## src/rtl/srs_pkg.sv

```systemverilog
`timescale 1ns / 1ps

package srs_pkg;

    localparam int SECTOR_W = 48;
    localparam int LEN_W    = 32;
    localparam int COUNT_W  = 16;
    localparam int OFF_W    = 12;
    localparam int CLEN_W   = 13;
    localparam int SHIFT_W  = 4;
    localparam int CFG_W    = 16;

    localparam logic [SHIFT_W-1:0] SHIFT_MIN   = 4'd9;
    localparam logic [SHIFT_W-1:0] SHIFT_MAX   = 4'd12;
    localparam logic [SHIFT_W-1:0] SHIFT_RESET = 4'd9;
    localparam logic [COUNT_W-1:0] RUN_RESET   = 16'd128;

    localparam int DEF_MAX_SPAN = 64;

    // configuration register indexes
    localparam logic REG_SECTOR_SHIFT = 1'b0;
    localparam logic REG_MAX_RUN      = 1'b1;

    // controller -> datapath
    typedef struct packed {
        logic load;      // capture a new request
        logic emit_err;  // emit the span error result
        logic step;      // emit one command and advance
    } srs_cmd_t;

    // datapath -> controller
    typedef struct packed {
        logic zero_len;
        logic too_long;
        logic step_last;
    } srs_sts_t;

endpackage

```

## src/rtl/srs_ctrl.sv

```systemverilog
`timescale 1ns / 1ps

module srs_ctrl
    import srs_pkg::*;
(
    input  logic     clk,
    input  logic     rst_n,
    input  logic     start,
    input  srs_sts_t sts,
    output srs_cmd_t cmd,
    output logic     busy
);

    typedef enum logic [1:0] {
        ST_IDLE,
        ST_CHECK,
        ST_RUN
    } state_t;

    state_t state_reg;
    state_t state_next;

    always_comb
    begin
        state_next   = state_reg;
        cmd.load     = 1'b0;
        cmd.emit_err = 1'b0;
        cmd.step     = 1'b0;
        unique case (state_reg)
            ST_IDLE:
            begin
                if (start)
                begin
                    cmd.load   = 1'b1;
                    state_next = ST_CHECK;
                end
            end
            ST_CHECK:
            begin
                if (sts.zero_len)
                begin
                    state_next = ST_IDLE;
                end
                else if (sts.too_long)
                begin
                    cmd.emit_err = 1'b1;
                    state_next   = ST_IDLE;
                end
                else
                begin
                    state_next = ST_RUN;
                end
            end
            ST_RUN:
            begin
                cmd.step = 1'b1;
                if (sts.step_last)
                begin
                    state_next = ST_IDLE;
                end
            end
            default:
            begin
                state_next = ST_IDLE;
            end
        endcase
    end

    always_ff @(posedge clk or negedge rst_n)
    begin
        if (!rst_n)
        begin
            state_reg <= ST_IDLE;
        end
        else
        begin
            state_reg <= state_next;
        end
    end

    assign busy = (state_reg != ST_IDLE);

endmodule

```

## src/rtl/srs_dp.sv

```systemverilog
`timescale 1ns / 1ps

module srs_dp
    import srs_pkg::*;
#(
    parameter int MAX_SPAN = DEF_MAX_SPAN
)
(
    input  logic                clk,
    input  logic                rst_n,
    input  logic                cfg_we,
    input  logic                cfg_index,
    input  logic [CFG_W-1:0]    cfg_data,
    input  logic [SECTOR_W-1:0] start_byte,
    input  logic [LEN_W-1:0]    length_bytes,
    input  srs_cmd_t            cmd,
    output srs_sts_t            sts,
    output logic                strobe,
    output logic [SECTOR_W-1:0] cmd_sector,
    output logic [COUNT_W-1:0]  cmd_count,
    output logic                via_bounce,
    output logic [OFF_W-1:0]    copy_offset,
    output logic [CLEN_W-1:0]   copy_length,
    output logic                too_long,
    output logic                last
);

    // config
    logic [SHIFT_W-1:0]  shift_reg;
    logic [COUNT_W-1:0]  run_reg;

    // walk state
    logic [SECTOR_W-1:0] sector_reg;
    logic [OFF_W-1:0]    off_reg;
    logic [LEN_W-1:0]    rem_reg;

    // result registers
    logic                strobe_reg;
    logic [SECTOR_W-1:0] sector_out_reg;
    logic [COUNT_W-1:0]  count_out_reg;
    logic                bounce_out_reg;
    logic [OFF_W-1:0]    off_out_reg;
    logic [CLEN_W-1:0]   clen_out_reg;
    logic                err_out_reg;
    logic                last_out_reg;

    logic [SHIFT_W-1:0]  sh_eff;
    logic [COUNT_W-1:0]  run_eff;
    logic [CLEN_W-1:0]   ss;
    logic [OFF_W-1:0]    off_mask;
    logic [LEN_W:0]      span_sum;
    logic [LEN_W:0]      span_m1;
    logic [CLEN_W-1:0]   room;
    logic                partial;
    logic [CLEN_W-1:0]   piece;
    logic [LEN_W-1:0]    nfull;
    logic [COUNT_W-1:0]  run_cnt;
    logic [LEN_W-1:0]    run_bytes;
    logic [LEN_W-1:0]    rem_next;
    logic [SECTOR_W-1:0] sector_next;
    logic [COUNT_W-1:0]  step_cnt;

    always_comb
    begin
        if (shift_reg < SHIFT_MIN)
        begin
            sh_eff = SHIFT_MIN;
        end
        else if (shift_reg > SHIFT_MAX)
        begin
            sh_eff = SHIFT_MAX;
        end
        else
        begin
            sh_eff = shift_reg;
        end
    end

    assign run_eff  = (run_reg == '0) ? COUNT_W'(1) : run_reg;
    assign ss       = CLEN_W'(1) << sh_eff;
    assign off_mask = OFF_W'(ss - CLEN_W'(1));

    // sectors touched minus one, from offset in first sector and length
    assign span_sum = {1'b0, rem_reg} + (LEN_W+1)'(off_reg) - (LEN_W+1)'(1);
    assign span_m1  = span_sum >> sh_eff;

    assign room    = ss - CLEN_W'(off_reg);
    assign partial = (off_reg != '0) || (rem_reg < LEN_W'(ss));
    assign piece   = (rem_reg < LEN_W'(room)) ? CLEN_W'(rem_reg) : room;

    assign nfull     = rem_reg >> sh_eff;
    assign run_cnt   = (nfull > LEN_W'(run_eff)) ? run_eff : COUNT_W'(nfull);
    assign run_bytes = LEN_W'(run_cnt) << sh_eff;

    assign step_cnt    = partial ? COUNT_W'(1) : run_cnt;
    assign rem_next    = rem_reg - (partial ? LEN_W'(piece) : run_bytes);
    assign sector_next = sector_reg + SECTOR_W'(step_cnt);

    assign sts.zero_len  = (rem_reg == '0);
    assign sts.too_long  = (span_m1 >= (LEN_W+1)'(MAX_SPAN));
    assign sts.step_last = (rem_next == '0);

    always_ff @(posedge clk or negedge rst_n)
    begin
        if (!rst_n)
        begin
            shift_reg  <= SHIFT_RESET;
            run_reg    <= RUN_RESET;
            strobe_reg <= 1'b0;
        end
        else
        begin
            if (cfg_we)
            begin
                unique case (cfg_index)
                    REG_SECTOR_SHIFT: shift_reg <= cfg_data[SHIFT_W-1:0];
                    REG_MAX_RUN:      run_reg   <= cfg_data[COUNT_W-1:0];
                    default:          ;
                endcase
            end
            strobe_reg <= cmd.step | cmd.emit_err;
        end
    end

    always_ff @(posedge clk)
    begin
        if (cmd.load)
        begin
            sector_reg <= start_byte >> sh_eff;
            off_reg    <= start_byte[OFF_W-1:0] & off_mask;
            rem_reg    <= length_bytes;
        end
        else if (cmd.step)
        begin
            sector_reg <= sector_next;
            off_reg    <= '0;
            rem_reg    <= rem_next;
        end

        if (cmd.emit_err)
        begin
            sector_out_reg <= sector_reg;
            count_out_reg  <= '0;
            bounce_out_reg <= 1'b0;
            off_out_reg    <= '0;
            clen_out_reg   <= '0;
            err_out_reg    <= 1'b1;
            last_out_reg   <= 1'b1;
        end
        else if (cmd.step)
        begin
            sector_out_reg <= sector_reg;
            count_out_reg  <= step_cnt;
            bounce_out_reg <= partial;
            off_out_reg    <= partial ? off_reg : '0;
            clen_out_reg   <= partial ? piece : '0;
            err_out_reg    <= 1'b0;
            last_out_reg   <= sts.step_last;
        end
    end

    assign strobe      = strobe_reg;
    assign cmd_sector  = sector_out_reg;
    assign cmd_count   = count_out_reg;
    assign via_bounce  = bounce_out_reg;
    assign copy_offset = off_out_reg;
    assign copy_length = clen_out_reg;
    assign too_long    = err_out_reg;
    assign last        = last_out_reg;

endmodule

```

## src/rtl/sector_read_splitter_core.sv

```systemverilog
`timescale 1ns / 1ps

// Sector read splitter.
// Turns a byte-range read (start_byte, length_bytes) into sector commands in
// address order: a partly covered sector becomes a one-sector bounce read with
// copy_offset/copy_length, and runs of whole sectors merge into commands of up
// to max_run sectors.
// Request channel: a beat is taken on a rising edge with start high and busy
// low. Config channel: cfg_valid/cfg_ready with cfg_index (0 = sector_shift,
// 1 = max_run) and cfg_data; cfg_ready is always high. Write config only
// while busy is low and no result is still due.
// Results: each beat sits on the result ports for one cycle, flagged by
// strobe, and is taken at the end of that cycle; the receiver cannot stall.
// The first result follows the range check (ST_CHECK) and a command step
// (ST_RUN) via the registered strobe. Busy stays high over the check and
// the command steps, one command per cycle from the run walker. A zero
// length gives no results; busy drops after the range check. An over-span
// request gives one error beat from the check, sooner than a first command.
// The next request may be accepted while the final beat is showing.
// Reset: async, active low; returns to idle, sector_shift = 9, max_run = 128.

module sector_read_splitter_core
    import srs_pkg::*;
#(
    parameter int MAX_SPAN = DEF_MAX_SPAN
)
(
    input  logic                clk,
    input  logic                rst_n,
    // request
    input  logic                start,
    output logic                busy,
    input  logic [SECTOR_W-1:0] start_byte,
    input  logic [LEN_W-1:0]    length_bytes,
    // config write
    input  logic                cfg_valid,
    output logic                cfg_ready,
    input  logic                cfg_index,
    input  logic [CFG_W-1:0]    cfg_data,
    // results
    output logic                strobe,
    output logic [SECTOR_W-1:0] cmd_sector,
    output logic [COUNT_W-1:0]  cmd_count,
    output logic                via_bounce,
    output logic [OFF_W-1:0]    copy_offset,
    output logic [CLEN_W-1:0]   copy_length,
    output logic                too_long,
    output logic                last
);

    srs_cmd_t cmd;
    srs_sts_t sts;

    assign cfg_ready = 1'b1;

    // sequencing: idle -> range check -> one command per cycle
    srs_ctrl u_ctrl (
        .clk   (clk),
        .rst_n (rst_n),
        .start (start),
        .sts   (sts),
        .cmd   (cmd),
        .busy  (busy)
    );

    // config registers, sector walker and result registers
    srs_dp #(
        .MAX_SPAN (MAX_SPAN)
    ) u_dp (
        .clk          (clk),
        .rst_n        (rst_n),
        .cfg_we       (cfg_valid & cfg_ready),
        .cfg_index    (cfg_index),
        .cfg_data     (cfg_data),
        .start_byte   (start_byte),
        .length_bytes (length_bytes),
        .cmd          (cmd),
        .sts          (sts),
        .strobe       (strobe),
        .cmd_sector   (cmd_sector),
        .cmd_count    (cmd_count),
        .via_bounce   (via_bounce),
        .copy_offset  (copy_offset),
        .copy_length  (copy_length),
        .too_long     (too_long),
        .last         (last)
    );

`ifndef SYNTH
    // error beat is always the only and final beat
    a_err_last: assert property (@(posedge clk) disable iff (!rst_n)
        strobe && too_long |-> last && !via_bounce && cmd_count == '0)
        else $error("error beat malformed");

    // bounce reads cover one sector and copy something
    a_bounce: assert property (@(posedge clk) disable iff (!rst_n)
        strobe && via_bounce |-> cmd_count == COUNT_W'(1) && copy_length != '0)
        else $error("bounce beat malformed");

    // a merged command moves at least one sector
    a_merge: assert property (@(posedge clk) disable iff (!rst_n)
        strobe && !via_bounce && !too_long |-> cmd_count != '0)
        else $error("empty merged command");

    // an accepted request always occupies the block next cycle
    a_busy: assert property (@(posedge clk) disable iff (!rst_n)
        start && !busy |=> busy)
        else $error("request dropped");
`endif

endmodule

```

## config.mk

```make
export PLATFORM = sky130hd
export DESIGN_NAME = sector_read_splitter_core
export DESIGN_NICKNAME = d
export VERILOG_FILES = /design/src/rtl/srs_pkg.sv /design/src/rtl/srs_ctrl.sv /design/src/rtl/srs_dp.sv /design/src/rtl/sector_read_splitter_core.sv
export SDC_FILE = /design/constraint.sdc
export NUM_CORES = 1
export LEC_CHECK = 0
export ABC_AREA = 1
export BUFFER_PORTS_ARGS = -buffer_cell sky130_fd_sc_hd__buf_2
export CORE_MARGIN = 10
export CORE_UTILIZATION = 29
export CTS_CLUSTER_DIAMETER = 60
export CTS_CLUSTER_SIZE = 28
export DETAILED_ROUTE_END_ITERATION = 6
export PLACE_DENSITY = 0.54
export SKIP_CTS_REPAIR_TIMING = 1
export SYNTH_ARGS = -nofsm -noshare
export SYNTH_HDL_FRONTEND = slang
export SYNTH_HIERARCHICAL = 1
export SYNTH_SLANG_ARGS = --single-unit
```

## constraint.sdc

```tcl
create_clock -name clk -period 6.16 [get_ports clk]
set_input_delay 0.308 -clock clk [delete_from_list [all_inputs] [get_ports clk]]
set_output_delay 0.308 -clock clk [all_outputs]
set_load 0.02 [all_outputs]
```

==> summary.md <==
| Metric | Value |
|---|---|
| Status | `finished, violations left` |
| Failing checks | `hold timing` |
| Worst r2r src | `u_dp/shift_reg[3]$_DFFE_PN1P_` |
| Worst setup margin | `368.3 ps` |
| Root Buffer | `clkbuf_16` |
| Crit end category | `register` |
| CP Max Fanout | `19` |
| Layout cells sized above 1 | `12.58%` |
| Area post-placement | `21,270 um2` |
| Util after Layout | `35.05%` |
| Startpoint Class | `register` |
| Worst skew pair latency | `580 ps` |
| Peak VDD IR | `0.0002151 V` |
| DRT Pass-1 Iters | `6` |
| Fin nets | `3,413` |
| Worst Path Required | `6620 ps` |
| Die area | `76,330 um2` |
| Syn. warnings | `6` |
| Critical path class | `register to register` |
| Setup repair after global routing missed its margin | `true` |
| Hold Slack | `-17.79 ps` |
| Routability cong. | `0.9461` |
| DRC Markers | `0` |
| Crit path launch | `u_dp/shift_reg[3]$_DFFE_PN1P_` |
| Final max-slew violation count | `0` |
| Area Growth Syn to Fin | `19.06%` |
| Total gr overflow | `0` |
| Leakage power | `11.07 nW` |
| Post-Route WL | `73.98 mm` |
| Initial antenna violation count | `6` |
| PwrDens | `286.8 nW/um2` |
| Max stage delay cell, worst path | `dfstp_2` |
| Clock sinks | `207` |
| Initial DRC count | `1,771` |
| #FFs+latches synth | `207` |
| Syn Inst Count | `2,918` |
| Most common cell type on the critical path | `nand2_1` |
| Vias in the first global route | `18,883` |
| Initial core utilization | `29.44%` |
| Commonest non-fill, non-tap cell in the layout | `nand2_1` |
| Max-cap violations | `0` |
| Vias/cell | `4.948` |
| Routed Antenna Nets | `0` |
| Area leader, netlist | `edfxtp_1` |
| Hold depth | `3` |
| Placed wire-length estimate | `59.99 mm` |
| Hold Vio Cnt, Final | `3` |
| Hold_sp | `cfg_data[10]` |
| Power, Total | `0.006503 W` |
| Final setup fails | `0` |
| # IOs | `196` |
| Core area | `64,700 um2` |
| Die height | `276.3 um` |
| Largest net degree at the start of global routing | `75` |
| CTS tree | `yes` |
| Via count | `19,931` |
| First-pass GRT wire length | `112.3 mm` |
| Fmax | `172.7 MHz` |
| Slew margin rel. | `35.16%` |
| Clock-pin slew on the worst setup and hold paths | `70 ps` |
| Final non-filler cell area | `22,680 um2` |
| All-Layer GR Usage | `18.31%` |
| H-tree Lvls | `1` |
| Final min period | `5792 ps` |
| Mean Syn Cell Area | `6.527 um2` |
| Fin crit share | `94.02%` |
| Post-synthesis sequential area ratio | `29.74%` |
| Clk buf depth | `3` |
| Synth top area cells | `edfxtp_1, nand2_1, ha_1` |
| Wire per inst | `18.37 um` |
| Worst Skew | `19.83 ps` |
| Cell Area, Synth | `19,050 um2` |
| Die width | `276.3 um` |
| PortBufs | `194` |
| Netlist cell types | `51` |
| CTS Buf Count | `25` |
| Yosys top cell area share | `22.07%` |
| Critical Path AT | `6250 ps` |
| CP max stage delay | `600 ps` |
| Hold crit path type | `primary input to register` |
| # fillers | `7,247` |
| Row count | `93` |
| Most frequent cells in the layout | `nand2_1, inv_1, nand3_1` |
| Worst r2r path cells | `41` |
| Pre-CTS setup slack | `74.31 ps` |
| Slew @ Worst Pin | `970.2 ps` |
routing by layer:
metal	part of all wire, %	global-route usage [%]	vias up
met1	48	26.02	9211
met3	5.7	2.443	81
met2	44	29.08	540
li1	-	-	10099
met4	1.8	3.661	0
met5	0	0	-
synthesized netlist by cell type (all sizes together):
master,instances
xnor2,13
a21boi,1
edfxtp,140
o31ai,2
inv,447
ha,155
nand4,34
a21oi,138
nor3,30
dfrtp,20
o311ai,1
a21o,8
dfxtp,44
and2,6
nor2,233
a31oi,16
o21bai,10
nor3b,5
o21ai,257
o2111ai,2
buf,39
nor4,18
o21a,10
o211ai,7
or2,7
o22ai,7
nand3b,11
nand3,297
o221ai,27
a22o,1
mux2i,6
clkbuf,44
xor2,18
a221oi,1
fa,4
nand2,851
conb,3
dfstp,3
a211oi,1
o32ai,1
report_power, final:
| group | leakage, nW | switching [W] | internal, W | total, W |
|---|---|---|---|---|
| sequential | 1.97 | 0.000154 | 0.00165 | 0.00181 |
| clock | 0.417 | 0.000742 | 0.000838 | 0.00158 |
| combinational | 8.69 | 0.00204 | 0.00108 | 0.00312 |
area by class of cell:
cell class / instances / area, um2 / area share (%)
Sequential cell: 207 / 5664 / 24.98
Multi-Input combinational cell: 2203 / 11780 / 51.94
Tap cell: 855 / 1070 / 4.718
Timing Repair Buffer: 269 / 1609 / 7.096
Inverter: 447 / 1680 / 7.410
Antenna cell: 1 / 2.502 / 0.01104
Clock buffer: 26 / 629.4 / 2.775
Clock inverter: 20 / 242.7 / 1.070
logic make-up after synthesis:
| kind of cell | after synthesis | share of synthesized area [%] |
|---|---|---|
| simple gates | 1492 | 32.85 |
| flops | 207 | 29.74 |
| buf+inv | 530 | 10.74 |
| compound gates | 490 | 14.27 |
| fa+ha+maj | 159 | 10.60 |
| other cells | 3 | 0.05912 |
| xor+xnor | 31 | 1.425 |
| mux | 6 | 0.3153 |
metrics by stage:
step	TNS [ps]	instances
global route	-120.7	4028
finish	0	4028
global placement	-8.742	3959
CTS	0	4005
detailed placement	0	3959
floorplan	0	2939
worst paths after layout:
| check | end | slack [ps] |
|---|---|---|
| hold / removal | u_dp/run_reg[10]$_DFFE_PN0P_ | -20 |
| setup reg to reg | u_ctrl/state_reg[1]$_DFFE_PN0P_ | 370 |
| setup / recovery | u_ctrl/state_reg[1]$_DFFE_PN0P_ | 370 |
| max in group asynchronous | u_dp/shift_reg[2]$_DFFE_PN0P_ | 5480 |
| hold reg to reg | u_dp/too_long$_SDFFE_PP1P_ | 450 |
| min in group asynchronous | u_dp/run_reg[14]$_DFFE_PN0P_ | 270 |
critical path, delay by kind of cell (launching register included):
kind / cells / cell delay (ps)
compound gates: 5 / 650
fa+ha+maj: 2 / 660
simple gates: 30 / 3360
buf+inv: 4 / 390
flops: 1 / 600
Power figures use the tool's default switching activity.
